$ cat src/rtl/psior_pkg.sv
// ----------------------------------------------------------------------------
// psior_pkg: shared types and constants
// Error codes, descriptor types and back-end state encoding.
// ----------------------------------------------------------------------------
package psior_pkg;

  localparam int SOURCE_W = 6;
  localparam int SLOT_W   = 6;
  localparam int LEN_W    = 31;
  localparam int REQ_W    = 16;
  localparam int ERR_W    = 2;
  localparam int CFG_W    = 7;

  localparam logic [ERR_W-1:0] ERR_OK       = 2'd0;
  localparam logic [ERR_W-1:0] ERR_OVERFLOW = 2'd1;
  localparam logic [ERR_W-1:0] ERR_SOURCE   = 2'd2;

  typedef struct packed {
    logic [SOURCE_W-1:0] source;
    logic                ordered;
    logic [REQ_W-1:0]    sequence_req;
    logic [SLOT_W-1:0]   slot;
    logic [LEN_W-1:0]    length;
    logic                bad_source;
  } desc_t;

  typedef struct packed {
    logic [SOURCE_W-1:0] source;
    logic [SLOT_W-1:0]   slot;
    logic [LEN_W-1:0]    length;
    logic [ERR_W-1:0]    error;
    logic                last;
  } result_t;

  typedef enum logic [2:0] {
    ST_IDLE,
    ST_LOOKUP,
    ST_DECIDE,
    ST_SCAN,
    ST_EMIT
  } back_state_t;

endpackage

$ cat src/rtl/per_source_in_order_release.sv
// ----------------------------------------------------------------------------
// per_source_in_order_release: per-source sequence reorder buffer
// Releases message descriptors in per-source count order.
// ----------------------------------------------------------------------------
// Input words (source, ordered, sequence_req, slot, length) enter a two-word
// queue with valid/ready. The release engine takes one word at a time.
// Unordered and out-of-range words go from LOOKUP straight to EMIT; a held
// word is written to the holding queue in DECIDE, then the engine is idle.
// A matching ordered word waits while the holding queue is scanned one entry
// per cycle for the next count; each hit sends out the previous result and
// starts another scan. A word yields up to QUEUE_DEPTH+1 results; the final
// one carries last. Results sit in an output register and wait while ready
// is low; the engine stalls, the input queue keeps taking words until full.
// Reset clears the input queue, all hold valid bits and the per-source
// written flags (so expected counts read as zero until written), and sets
// active_sources to 64.
// active_sources is at APB address 0.
// ----------------------------------------------------------------------------
module per_source_in_order_release
  import psior_pkg::*;
#(
  parameter int MAX_SOURCES = 64,
  parameter int QUEUE_DEPTH = 32,
  parameter int SEQ_BITS    = 16
) (
  input  logic                clk,
  input  logic                rst,
  input  logic                psel,
  input  logic                penable,
  input  logic                pwrite,
  input  logic [1:0]          paddr,
  input  logic [31:0]         pwdata,
  output logic [31:0]         prdata,
  output logic                pready,
  input  logic                in_valid,
  output logic                in_ready,
  input  logic [SOURCE_W-1:0] source,
  input  logic                ordered,
  input  logic [REQ_W-1:0]    sequence_req,
  input  logic [SLOT_W-1:0]   slot,
  input  logic [LEN_W-1:0]    length,
  output logic                out_valid,
  input  logic                out_ready,
  output logic [SOURCE_W-1:0] out_source,
  output logic [SLOT_W-1:0]   out_slot,
  output logic [LEN_W-1:0]    out_length,
  output logic [ERR_W-1:0]    error,
  output logic                last
);

  logic [CFG_W-1:0] active_sources;
  logic    desc_valid, desc_ready;
  desc_t   desc;
  result_t res;

  assign pready = 1'b1;
  assign prdata = (paddr == 2'd0) ? {25'd0, active_sources} : 32'd0;

  always_ff @(posedge clk) begin
    if (rst) active_sources <= 7'd64;
    else if (psel && penable && pwrite && paddr == 2'd0) active_sources <= pwdata[6:0];
  end

  psior_front #(.MAX_SOURCES(MAX_SOURCES)) u_front (
    .clk(clk), .rst(rst), .valid(in_valid), .ready(in_ready),
    .source(source), .ordered(ordered), .sequence_req(sequence_req),
    .slot(slot), .length(length), .active_sources(active_sources),
    .desc_valid(desc_valid), .desc_ready(desc_ready), .desc(desc)
  );

  psior_back #(.MAX_SOURCES(MAX_SOURCES), .QUEUE_DEPTH(QUEUE_DEPTH),
               .SEQ_BITS(SEQ_BITS)) u_back (
    .clk(clk), .rst(rst), .desc_valid(desc_valid), .desc_ready(desc_ready),
    .desc(desc), .res_valid(out_valid), .res_ready(out_ready), .res(res)
  );

  assign out_source = res.source;
  assign out_slot   = res.slot;
  assign out_length = res.length;
  assign error      = res.error;
  assign last       = res.last;

endmodule

$ cat src/rtl/psior_front.sv
// ----------------------------------------------------------------------------
// psior_front: input stage
// Accepts words, checks the source range and queues descriptors.
// ----------------------------------------------------------------------------
module psior_front
  import psior_pkg::*;
#(
  parameter int MAX_SOURCES = 64,
  parameter int FIFO_DEPTH  = 2
) (
  input  logic                clk,
  input  logic                rst,
  input  logic                valid,
  output logic                ready,
  input  logic [SOURCE_W-1:0] source,
  input  logic                ordered,
  input  logic [REQ_W-1:0]    sequence_req,
  input  logic [SLOT_W-1:0]   slot,
  input  logic [LEN_W-1:0]    length,
  input  logic [CFG_W-1:0]    active_sources,
  output logic                desc_valid,
  input  logic                desc_ready,
  output desc_t               desc
);

  localparam int PW = (FIFO_DEPTH > 1) ? $clog2(FIFO_DEPTH) : 1;

  desc_t         fifo [FIFO_DEPTH];
  logic [PW-1:0] wr_ptr;
  logic [PW-1:0] rd_ptr;
  logic [PW:0]   count;
  logic          push;
  logic          pop;
  logic          bad;
  logic [10:0]   limit;

  always_comb begin
    limit = (11'(active_sources) > 11'(MAX_SOURCES)) ? 11'(MAX_SOURCES) : 11'(active_sources);
    bad   = 11'(source) >= limit;
  end

  assign ready      = count != (PW+1)'(FIFO_DEPTH);
  assign push       = valid && ready;
  assign desc_valid = count != '0;
  assign pop        = desc_valid && desc_ready;
  assign desc       = fifo[rd_ptr];

  always_ff @(posedge clk) begin
    if (rst) begin
      wr_ptr <= '0;
      rd_ptr <= '0;
      count  <= '0;
    end else begin
      if (push) begin
        wr_ptr <= (wr_ptr == PW'(FIFO_DEPTH-1)) ? '0 : wr_ptr + 1'b1;
      end
      if (pop) begin
        rd_ptr <= (rd_ptr == PW'(FIFO_DEPTH-1)) ? '0 : rd_ptr + 1'b1;
      end
      count <= count + (PW+1)'(push) - (PW+1)'(pop);
    end
  end

  always_ff @(posedge clk) begin
    if (push) begin
      fifo[wr_ptr] <= '{source, ordered, sequence_req, slot, length, bad};
    end
  end

endmodule

$ cat src/rtl/psior_ram.sv
// ----------------------------------------------------------------------------
// psior_ram: generic single-port-write RAM
// One write port, one read port, registered read data.
// ----------------------------------------------------------------------------
module psior_ram #(
  parameter int WIDTH = 16,
  parameter int DEPTH = 64
) (
  input  logic                     clk,
  input  logic                     we,
  input  logic [$clog2(DEPTH)-1:0] waddr,
  input  logic [WIDTH-1:0]         wdata,
  input  logic [$clog2(DEPTH)-1:0] raddr,
  output logic [WIDTH-1:0]         rdata
);

  logic [WIDTH-1:0] mem [DEPTH];

  always_ff @(posedge clk) begin
    if (we) begin
      mem[waddr] <= wdata;
    end
    rdata <= mem[raddr];
  end

endmodule

$ cat src/rtl/psior_back.sv
// ----------------------------------------------------------------------------
// psior_back: release engine
// Looks up the expected count, holds or releases, and scans the holding
// queue one entry per cycle for the next count of the same source.
// ----------------------------------------------------------------------------
module psior_back
  import psior_pkg::*;
#(
  parameter int MAX_SOURCES = 64,
  parameter int QUEUE_DEPTH = 32,
  parameter int SEQ_BITS    = 16
) (
  input  logic    clk,
  input  logic    rst,
  input  logic    desc_valid,
  output logic    desc_ready,
  input  desc_t   desc,
  output logic    res_valid,
  input  logic    res_ready,
  output result_t res
);

  localparam int SW = $clog2(MAX_SOURCES);
  localparam int QW = $clog2(QUEUE_DEPTH);
  localparam int CW = SEQ_BITS;
  localparam int HW = SW + CW + SLOT_W + LEN_W;

  back_state_t state, state_next;
  desc_t       cur;
  result_t     pend;
  logic [SW-1:0] cur_src;
  logic [CW-1:0] exp_cnt;
  logic [CW-1:0] ex_cur;
  logic [MAX_SOURCES-1:0] ex_written;
  logic [QUEUE_DEPTH-1:0] hvalid;
  logic [QW-1:0] scan_idx;
  logic [QW-1:0] chk_idx;
  logic [QW:0]   scan_cnt;

  // expected count RAM
  logic          ex_we;
  logic [SW-1:0] ex_waddr;
  logic [CW-1:0] ex_wdata;
  logic [CW-1:0] ex_rdata;

  // holding queue RAM
  logic          h_we;
  logic [QW-1:0] h_waddr;
  logic [HW-1:0] h_wdata;
  logic [QW-1:0] h_raddr;
  logic [HW-1:0] h_rdata;
  logic          h_rvalid;

  logic [CW-1:0] req_cnt;
  logic          full;
  logic [QW-1:0] free_idx;

  logic [SW-1:0]     h_src;
  logic [CW-1:0]     h_cnt;
  logic [SLOT_W-1:0] h_slot;
  logic [LEN_W-1:0]  h_len;
  logic              hit;

  assign cur_src = SW'(cur.source);
  assign req_cnt = CW'(cur.sequence_req);
  assign full    = &hvalid;
  // counts never written since reset read as zero
  assign ex_cur  = ex_written[cur_src] ? ex_rdata : '0;

  always_comb begin
    free_idx = '0;
    for (int i = QUEUE_DEPTH-1; i >= 0; i--) begin
      if (!hvalid[i]) free_idx = QW'(i);
    end
  end

  psior_ram #(.WIDTH(CW), .DEPTH(MAX_SOURCES)) u_exp (
    .clk(clk), .we(ex_we), .waddr(ex_waddr), .wdata(ex_wdata),
    .raddr(cur_src), .rdata(ex_rdata)
  );

  psior_ram #(.WIDTH(HW), .DEPTH(QUEUE_DEPTH)) u_hold (
    .clk(clk), .we(h_we), .waddr(h_waddr), .wdata(h_wdata),
    .raddr(h_raddr), .rdata(h_rdata)
  );

  assign {h_src, h_cnt, h_slot, h_len} = h_rdata;

  assign hit = h_rvalid && (h_src == cur_src) && (h_cnt == exp_cnt);

  assign desc_ready = (state == ST_IDLE);
  assign res_valid  = (state == ST_EMIT);
  assign h_raddr    = scan_idx;

  always_comb begin
    state_next = state;
    ex_we    = 1'b0;
    ex_waddr = cur_src;
    ex_wdata = exp_cnt + 1'b1;
    h_we     = 1'b0;
    h_waddr  = free_idx;
    h_wdata  = {cur_src, req_cnt, cur.slot, cur.length};
    unique case (state)
      ST_IDLE: begin
        if (desc_valid) state_next = ST_LOOKUP;
      end
      ST_LOOKUP: begin
        if (cur.bad_source || !cur.ordered) state_next = ST_EMIT;
        else state_next = ST_DECIDE;
      end
      ST_DECIDE: begin
        if (req_cnt == ex_cur) begin
          ex_we      = 1'b1;
          ex_wdata   = ex_cur + 1'b1;
          state_next = ST_SCAN;
        end else if (full) begin
          state_next = ST_EMIT;
        end else begin
          h_we       = 1'b1;
          state_next = ST_IDLE;
        end
      end
      ST_SCAN: begin
        if (hit) begin
          ex_we      = 1'b1;
          state_next = ST_EMIT;
        end else if (scan_cnt == (QW+1)'(QUEUE_DEPTH)) begin
          state_next = ST_EMIT;
        end
      end
      ST_EMIT: begin
        if (res_ready) begin
          if (res.last) state_next = ST_IDLE;
          else state_next = ST_SCAN;
        end
      end
      default: state_next = ST_IDLE;
    endcase
  end

  always_ff @(posedge clk) begin
    if (rst) state <= ST_IDLE;
    else state <= state_next;
  end

  always_ff @(posedge clk) begin
    if (rst) begin
      hvalid     <= '0;
      ex_written <= '0;
    end else begin
      if (h_we) hvalid[free_idx] <= 1'b1;
      if (state == ST_SCAN && hit) hvalid[chk_idx] <= 1'b0;
      if (ex_we) ex_written[ex_waddr] <= 1'b1;
    end
  end

  // a released word waits in pend until the next scan tells whether it is last
  always_ff @(posedge clk) begin
    unique case (state)
      ST_IDLE: begin
        if (desc_valid) cur <= desc;
      end
      ST_LOOKUP: begin
        res <= '{cur.source, cur.slot, cur.length,
                 cur.bad_source ? ERR_SOURCE : ERR_OK, 1'b1};
      end
      ST_DECIDE: begin
        exp_cnt  <= ex_cur + 1'b1;
        pend     <= '{cur.source, cur.slot, cur.length, ERR_OK, 1'b0};
        res      <= '{cur.source, cur.slot, cur.length, ERR_OVERFLOW, 1'b1};
        scan_idx <= '0;
        scan_cnt <= '0;
        h_rvalid <= 1'b0;
      end
      ST_SCAN: begin
        h_rvalid <= hvalid[scan_idx];
        chk_idx  <= scan_idx;
        if (scan_idx != QW'(QUEUE_DEPTH-1)) scan_idx <= scan_idx + 1'b1;
        scan_cnt <= scan_cnt + 1'b1;
        if (hit) begin
          exp_cnt <= exp_cnt + 1'b1;
          res     <= '{pend.source, pend.slot, pend.length, ERR_OK, 1'b0};
          pend    <= '{SOURCE_W'(h_src), h_slot, h_len, ERR_OK, 1'b0};
        end else if (scan_cnt == (QW+1)'(QUEUE_DEPTH)) begin
          res     <= '{pend.source, pend.slot, pend.length, ERR_OK, 1'b1};
        end
      end
      ST_EMIT: begin
        if (res_ready && !res.last) begin
          scan_idx <= '0;
          scan_cnt <= '0;
          h_rvalid <= 1'b0;
        end
      end
      default: ;
    endcase
  end

endmodule

$ cat config.mk
export PLATFORM = sky130hd
export DESIGN_NAME = per_source_in_order_release
export DESIGN_NICKNAME = d
export VERILOG_FILES = /design/src/rtl/psior_pkg.sv /design/src/rtl/per_source_in_order_release.sv /design/src/rtl/psior_front.sv /design/src/rtl/psior_ram.sv /design/src/rtl/psior_back.sv
export SDC_FILE = /design/constraint.sdc
export NUM_CORES = 2
export LEC_CHECK = 0
export ABC_CLOCK_PERIOD_IN_PS = 11700
export BUFFER_PORTS_ARGS = -buffer_cell sky130_fd_sc_hd__buf_2
export CAP_MARGIN = 10
export CORE_UTILIZATION = 34
export CTS_BUF_LIST = sky130_fd_sc_hd__clkbuf_16
export DETAILED_ROUTE_END_ITERATION = 12
export PLACE_DENSITY = 0.45
export SYNTH_ARGS = -nofsm -noshare
export SYNTH_HDL_FRONTEND = slang
export SYNTH_SLANG_ARGS = --single-unit
export TNS_END_PERCENT = 100
$ cat constraint.sdc
create_clock -name clk -period 11.7 [get_ports clk]
set_input_delay 0.585 -clock clk [delete_from_list [all_inputs] [get_ports clk]]
set_output_delay 0.585 -clock clk [all_outputs]
set_load 0.05 [all_outputs]
## Yosys cells after proc, flatten, opt, wreduce, memory -nomap -nowiden

Memory sizes are Yosys's and may differ from the RTL's. A register that Yosys moved wholly into a read port is not among the register bits.
Cells that the tools add are included.

| storage, ports and cells | value |
|---|---|
| register bits after elaboration | 232 |
| logic and storage cells | 176 |
| RAM bits | 3034 |
| output and inout port bits | 81 |
| memories kept | 3 |

| operators by class | value |
|---|---|
| equal/unequal tests | 16 |
| $add $sub $neg | 8 |
| muxes and demuxes | 88 |
| $lt $le $gt $ge | 9 |
| bitwise logic cells | 4 |
| reduce and logical (&&, ||, !) cells | 28 |

Memory list:

| memory | words | width | rd ports | clocked after memory_dff | wr ports | line | source |
|---|---|---|---|---|---|---|---|
| u_back.u_hold.mem | 32 | 59 | 1 | 1 | 1 | psior_ram.sv:17 | `logic [WIDTH-1:0] mem [DEPTH];` |
| u_back.u_exp.mem | 64 | 16 | 1 | 1 | 1 | psior_ram.sv:17 |  |
| u_front.fifo | 2 | 61 | 1 | 1 | 1 | psior_front.sv:28 | `desc_t fifo [FIFO_DEPTH];` |

Operators with widths:

| cell | count |
|---|---|
| 5-bit two-way mux | 34 |
| 46-bit two-way mux | 3 |
| 46-bit one-hot mux with 3 select lines | 1 |
| 32-bit two-way mux | 3 |
| 46-bit one-hot mux with 2 select lines | 1 |
| 16-bit two-way mux | 4 |
| 64-bit bitwise OR | 1 |
| 16-bit by 1-bit adder with 16-bit output, second input constant | 2 |
| 32-bit AND | 1 |
| 16-bit == test | 2 |
| 32-bit inverter | 1 |
| 32-bit bitwise OR | 1 |
| 16-bit one-hot mux with 2 select lines | 1 |
| 32-bit AND reduction | 1 |
| 3-bit two-way mux | 7 |
| 1-bit two-way mux | 19 |
| 5-bit by 6-bit < comparator with 1-bit output, second input constant | 3 |
| 6-bit one-hot mux with 3 select lines | 1 |
| 3-bit one-hot mux with 5 select lines | 1 |
| 5-bit one-hot mux with 3 select lines | 1 |
| 7-bit two-way mux | 2 |
| 1-bit logical AND | 12 |
| 6-bit by 11-bit >= comparator with 1-bit output | 1 |
| 1-bit demux with 5-bit select | 2 |
| other kinds (33) | 48 |

## Depth between registers and ports, before layout

| depth | value |
|---|---|
| depth in word-level cells | 41 |
| mapped depth | 17 |
| depth with buffers taken out | 14 |

## Cells and area by module

From an unflattened synthesis, not the netlist that was laid out.

| second synthesis, totals | value |
|---|---|
| cells, all modules | 7559 |
| area total of the unflattened synthesis | 133745.8 um^2 |

Modules (own cells, without submodules):

| module | cells an instance | seq. area each (um^2) | area an instance (um^2) | instances |
|---|---|---|---|---|
| psior_ram at u_back.u_hold | 4125 | 57875.5 | 74619.1 | 1 |
| psior_ram at u_back.u_exp | 1829 | 31069.8 | 40042.2 | 1 |
| psior_back | 1303 | 7477.2 | 13392.8 | 1 |
| psior_front | 235 | 3763.6 | 5102.4 | 1 |
| per_source_in_order_release | 67 | 140.1 | 589.3 | 1 |

## Worst setup path before layout

Ideal clock, no wire load.

| timing path | value |
|---|---|
| kind | register to register |
| start | register u_back.cur, in the netlist u_back.cur_src[1] |
| end | memory u_back.u_hold.mem[1][0] in the netlist's numbering (enable) |
| required time | 11.151 ns |
| slack | 3.464 ns |
| clock period less this slack | 8.236 ns |
| data arrival time | 7.687 ns |
| cell stages (with the launch flop) | 15 |
| path buffers | 4 |
| library setup time | 0.549 ns |
| cell sequence | edfxtp_1 > buf_4 > mux2_1 > a221o_1 > a222oi_1 > a2bb2oi_2 > and4_1 > buf_4 > o32ai_1 > o2111ai_4 > nor2_4 > or3_1 > clkbuf_1 > buf_2 > nor3_1 |

| between the ends | value |
|---|---|
| cells in the longest elaborated chain, start to end | 8 |

Ends and longest elaborated chain:

| item | line | source |
|---|---|---|
| from (decl) | psior_back.sv:29 | `desc_t cur;` |
| from (signal assigned) | psior_back.sv:161 | `if (desc_valid) cur <= desc;` |
| 1-bit binary-select mux with 6-bit select | psior_back.sv:68 | `assign ex_cur = ex_written[cur_src] ? ex_rdata : '0;` |
| 1-bit two-way mux (implied by the code) | psior_back.sv:68 |  |
| 16-bit two-way mux | psior_back.sv:68 |  |
| 16-bit == test | psior_back.sv:112 | `if (req_cnt == ex_cur) begin` |
| 1-bit two-way mux | psior_back.sv:112 |  |
| 1-bit two-way mux | psior_back.sv:103 | `unique case (state)` |
| 1-bit two-way mux | psior_ram.sv:20 | `if (we) begin` |
| 1-bit two-way mux (implied by the code) | psior_ram.sv:21 | `mem[waddr] <= wdata;` |
| to (decl) | psior_ram.sv:17 |  |

No other way between the ends. The select of a mux whose other input is x is not followed.

## Final worst setup path

| timing path | value |
|---|---|
| start | register u_back.cur, in the netlist u_back.cur_src[2] |
| end | memory u_back.u_hold.mem[15][23] in the netlist's numbering (enable) |

Same word-level chain as after synthesis.

==> impl_metrics.json <==
{
  "status": "completed",
  "critical_path_required_ns": 12.25,
  "synthXorXnorAreaFrac": 0.00463,
  "setup-tns-final_ns": 0,
  "setup_violations": 0,
  "slew_violations": 0,
  "rsz0062_at_grt": "no",
  "ir_drop_mv": 0.138,
  "pin_count": 182,
  "cts_tree": "built",
  "synth.lib_cells_used.distinct": 75,
  "synth_edf_count": 3217,
  "min_period_over_period": 0.624,
  "nNetsFinal": 6974,
  "firstDrtPassIters": 5,
  "drtIter0Drc": 5950,
  "power_frac_comb": 0.133,
  "drive_gt1_frac": 0.232,
  "wl_per_cell_um": 30.2,
  "cts_resized": 0,
  "cp.arrival_ns": 7.86,
  "insertion_delay_ns": 0.95,
  "swShare": 0.277,
  "path_max_fanout": 61,
  "antenna_found_initial": 15,
  "p_int_mw": 21.8,
  "p_leak_nw": 46.6,
  "min_from": "rst",
  "cts_root_buffer": "clkbuf_16",
  "holdPathStages": 2,
  "ff2ff_path_depth": 14,
  "ys_seq_area_frac": 0.779,
  "h-tree-depth": 5,
  "yosysWarnings": 0,
  "clockPowerShare": 0.363,
  "drc": 0,
  "timing.rr.end": "u_back.u_hold.mem[15][23]",
  "vias": 65000,
  "tightest_slew_ns": 1.33,
  "die_w_um": 617,
  "syn_area_per_cell_um2": 20.0,
  "grt_max_degree": 124,
  "syn_to_final_growth_pct": 15.3,
  "critPathKind": "flop to flop",
  "synthAdderAreaFrac": 0.00136,
  "path_clk_slew_ns": 0.06,
  "ys.flop_type": "edfxtp_1",
  "gr-total-overflow": 0,
  "critPathLaunchType": "flop",
  "wl_um": 367000,
  "grt_use_total": 0.190,
  "coreArea_mm2": 0.376,
  "power_density_mw_per_mm2": 203,
  "synth_simple_gate_area_share": 0.0277,
  "crit_path_end_kind": "flop",
  "fp.dieH_um": 617,
  "synth_mux_area_frac": 0.118,
  "grt_pass1_wl_um": 516000,
  "cts_sinks": 3402,
  "io_buffer_count": 130,
  "maxSlewHeadroom": 0.108,
  "hp-class": "primary input to flop",
  "synth_top_family_by_area": "multiplexers",
  "timing.fmax_mhz": 137,
  "holdPathEnd": "active_sources[4]",
  "numCtsBuffers": 366,
  "die_area_mm2": 0.381,
  "final_cell_mix": "edfxtp_1 (3217), mux4_2 (603), a22oi_1 (388)",
  "fin_crit_ns": 7.30,
  "hold_violations": 0,
  "synth_compound_area_frac": 0.0533,
  "syn_inst": 6428,
  "synth.cell_area_mm2": 0.129,
  "reg2reg_from": "u_back.cur_src[2]",
  "start_util": 0.342,
  "drv_cap": 0,
  "ys_seq_elements": 3402,
  "synth-async-reset-ratio": 0,
  "layout_commonest_cell": "edfxtp_1",
  "rows": 225,
  "final_cells": 12200,
  "ant_nets": 0,
  "clockBufferDepth": 4,
  "r2r_setup_slack_ns": 4.40,
  "dp.cells": 11400,
  "place.gp.congestion": 0.812,
  "skew_ns": 0.0472,
  "pwr-share-seq": 0.504,
  "netSwitchingPower_mw": 8.35,
  "hpwl_um": 197000,
  "grt_pass1_vias": 67300,
  "viasPerCell": 5.35
}
==> through the flow <==
stage	hold WS, ns	utilization	setup slack (ns)	total power [mW]	cell area (um^2)
after floorplan	0.421	-	3.46	17.4	129000
after global placement	0.439	0.363	4.36	19.5	136000
after detailed placement	0.439	0.363	4.35	19.5	136000
after CTS	0.0889	0.395	4.35	30.5	148000
after global routing	0.163	0.395	3.96	31.2	148000
final	0.186	0.395	4.40	30.2	148000
==> cell families (layout without fill, tap and decap cells) <==
logic type               after synthesis  after routing
AO/OA/AOI/OAI                        947            947
AND/OR/NAND/NOR                      757            757
flip-flops                          3402           3402
XOR/XNOR                              68             68
other                                  2             32
multiplexers                         747            747
buffers and inverters                491           1192
adder cells (fa/ha/maj)               14             14
==> power by group through the flow <==
| stage | Clock [mW] | Combinational (mW) | Sequential [mW] |
|---|---|---|---|
| 6_report | 11.0 | 4.02 | 15.2 |
| 5_1_grt | 11.7 | 4.26 | 15.3 |
| 4_1_cts | 11.2 | 4.09 | 15.2 |
| 3_5_place_dp | 0 | 4.06 | 15.5 |
| 3_3_place_gp | 0 | 4.03 | 15.4 |
| 2_1_floorplan | 0 | 1.99 | 15.4 |
==> critical path, cell delays in order, from the launching register on <==
cell	delay [ns]
edfxtp_1	0.32
buf_4	0.57
inv_1	0.41
a221o_1	0.40
a222oi_1	0.32
a2bb2oi_2	0.35
and4_1	0.74
a21oi_1	0.17
o2111ai_4	0.43
nor2_4	0.07
buf_4	0.28
nand3b_1	0.56
nor2_4	1.03
buf_4	0.59
buf_4	0.56
==> how the worst max path moves through the flow <==
| stage | end | slack (ns) | start |
|---|---|---|---|
| floorplan | u_back.u_hold.mem[1][0] | 3.46 | u_back.cur_src[1] |
| CTS | u_back.u_hold.mem[15][23] | 4.35 | u_back.cur_src[1] |
| global route | u_back.u_hold.mem[15][17] | 3.96 | u_back.cur_src[1] |
| global placement | u_back.u_hold.mem[15][19] | 4.36 | u_back.cur_src[1] |
| finish | u_back.u_hold.mem[15][23] | 4.40 | u_back.cur_src[2] |
| detailed placement | u_back.u_hold.mem[15][19] | 4.35 | u_back.cur_src[1] |
==> registers in the layout, summed over array words and instances, names as in the netlist, 3 cells and up <==
signal               flops
u_back.scan_cnt          6
u_back.pend             43
u_back.u_hold.mem     1888
u_back.u_exp.mem      1024
active_sources           7
u_back.u_hold.rdata     59
u_back.state             3
u_back.cur              39
u_back.ex_written       64
u_back.req_cnt          16
u_back.exp_cnt          16
u_back.chk_idx           5
u_back.h_raddr           5
u_back.res              46
u_front.fifo           122
u_back.u_exp.rdata      16
u_back.cur_src           6
u_back.hvalid           32
==> timing repair <==
action	CTS	global route
hold buffers	68	0
endpoints found under the hold margin	128	0
buffers inserted	0	0
==> synth_stat cells (35+ instances only) <==
cell,instances,area (um^2)
edfxtp_1,3217,96600
mux4_2,603,13600
a22oi_1,388,2910
nand2_1,305,1140
clkbuf_1,271,1020
dfxtp_1,185,3700
nor2_1,164,616
a21oi_1,150,751
mux2_2,123,1390
inv_1,96,360
a221oi_1,85,744
buf_1,77,289
a31oi_1,76,475
a22o_1,67,587
nand4_1,67,419
nand3_1,66,330
o211ai_1,50,375
xnor2_1,41,359
buf_4,35,263
==> per-layer routing <==
| metal | share of wire | up-vias | GRT usage |
|---|---|---|---|
| met1 | 0.43 | 35100 | 0.255 |
| met5 | 0.000060 | - | 0 |
| met3 | 0.044 | 522 | 0.0214 |
| met4 | 0.028 | 4 | 0.0536 |
| li1 | - | 27500 | - |
| met2 | 0.50 | 1790 | 0.325 |
==> area by class of cell <==
| cell class | instances | area, um^2 |
|---|---|---|
| Tap cell | 4994 | 6250 |
| Multi-Input combinational cell | 2559 | 26900 |
| Clock inverter | 289 | 1930 |
| Inverter | 97 | 407 |
| Fill cell | 33900 | 228000 |
| Sequential cell | 3402 | 100000 |
| Clock buffer | 373 | 9330 |
| Antenna cell | 6 | 15.0 |
| Timing Repair Buffer | 433 | 3260 |
Note: power is estimated with default switching activity, not from simulation.
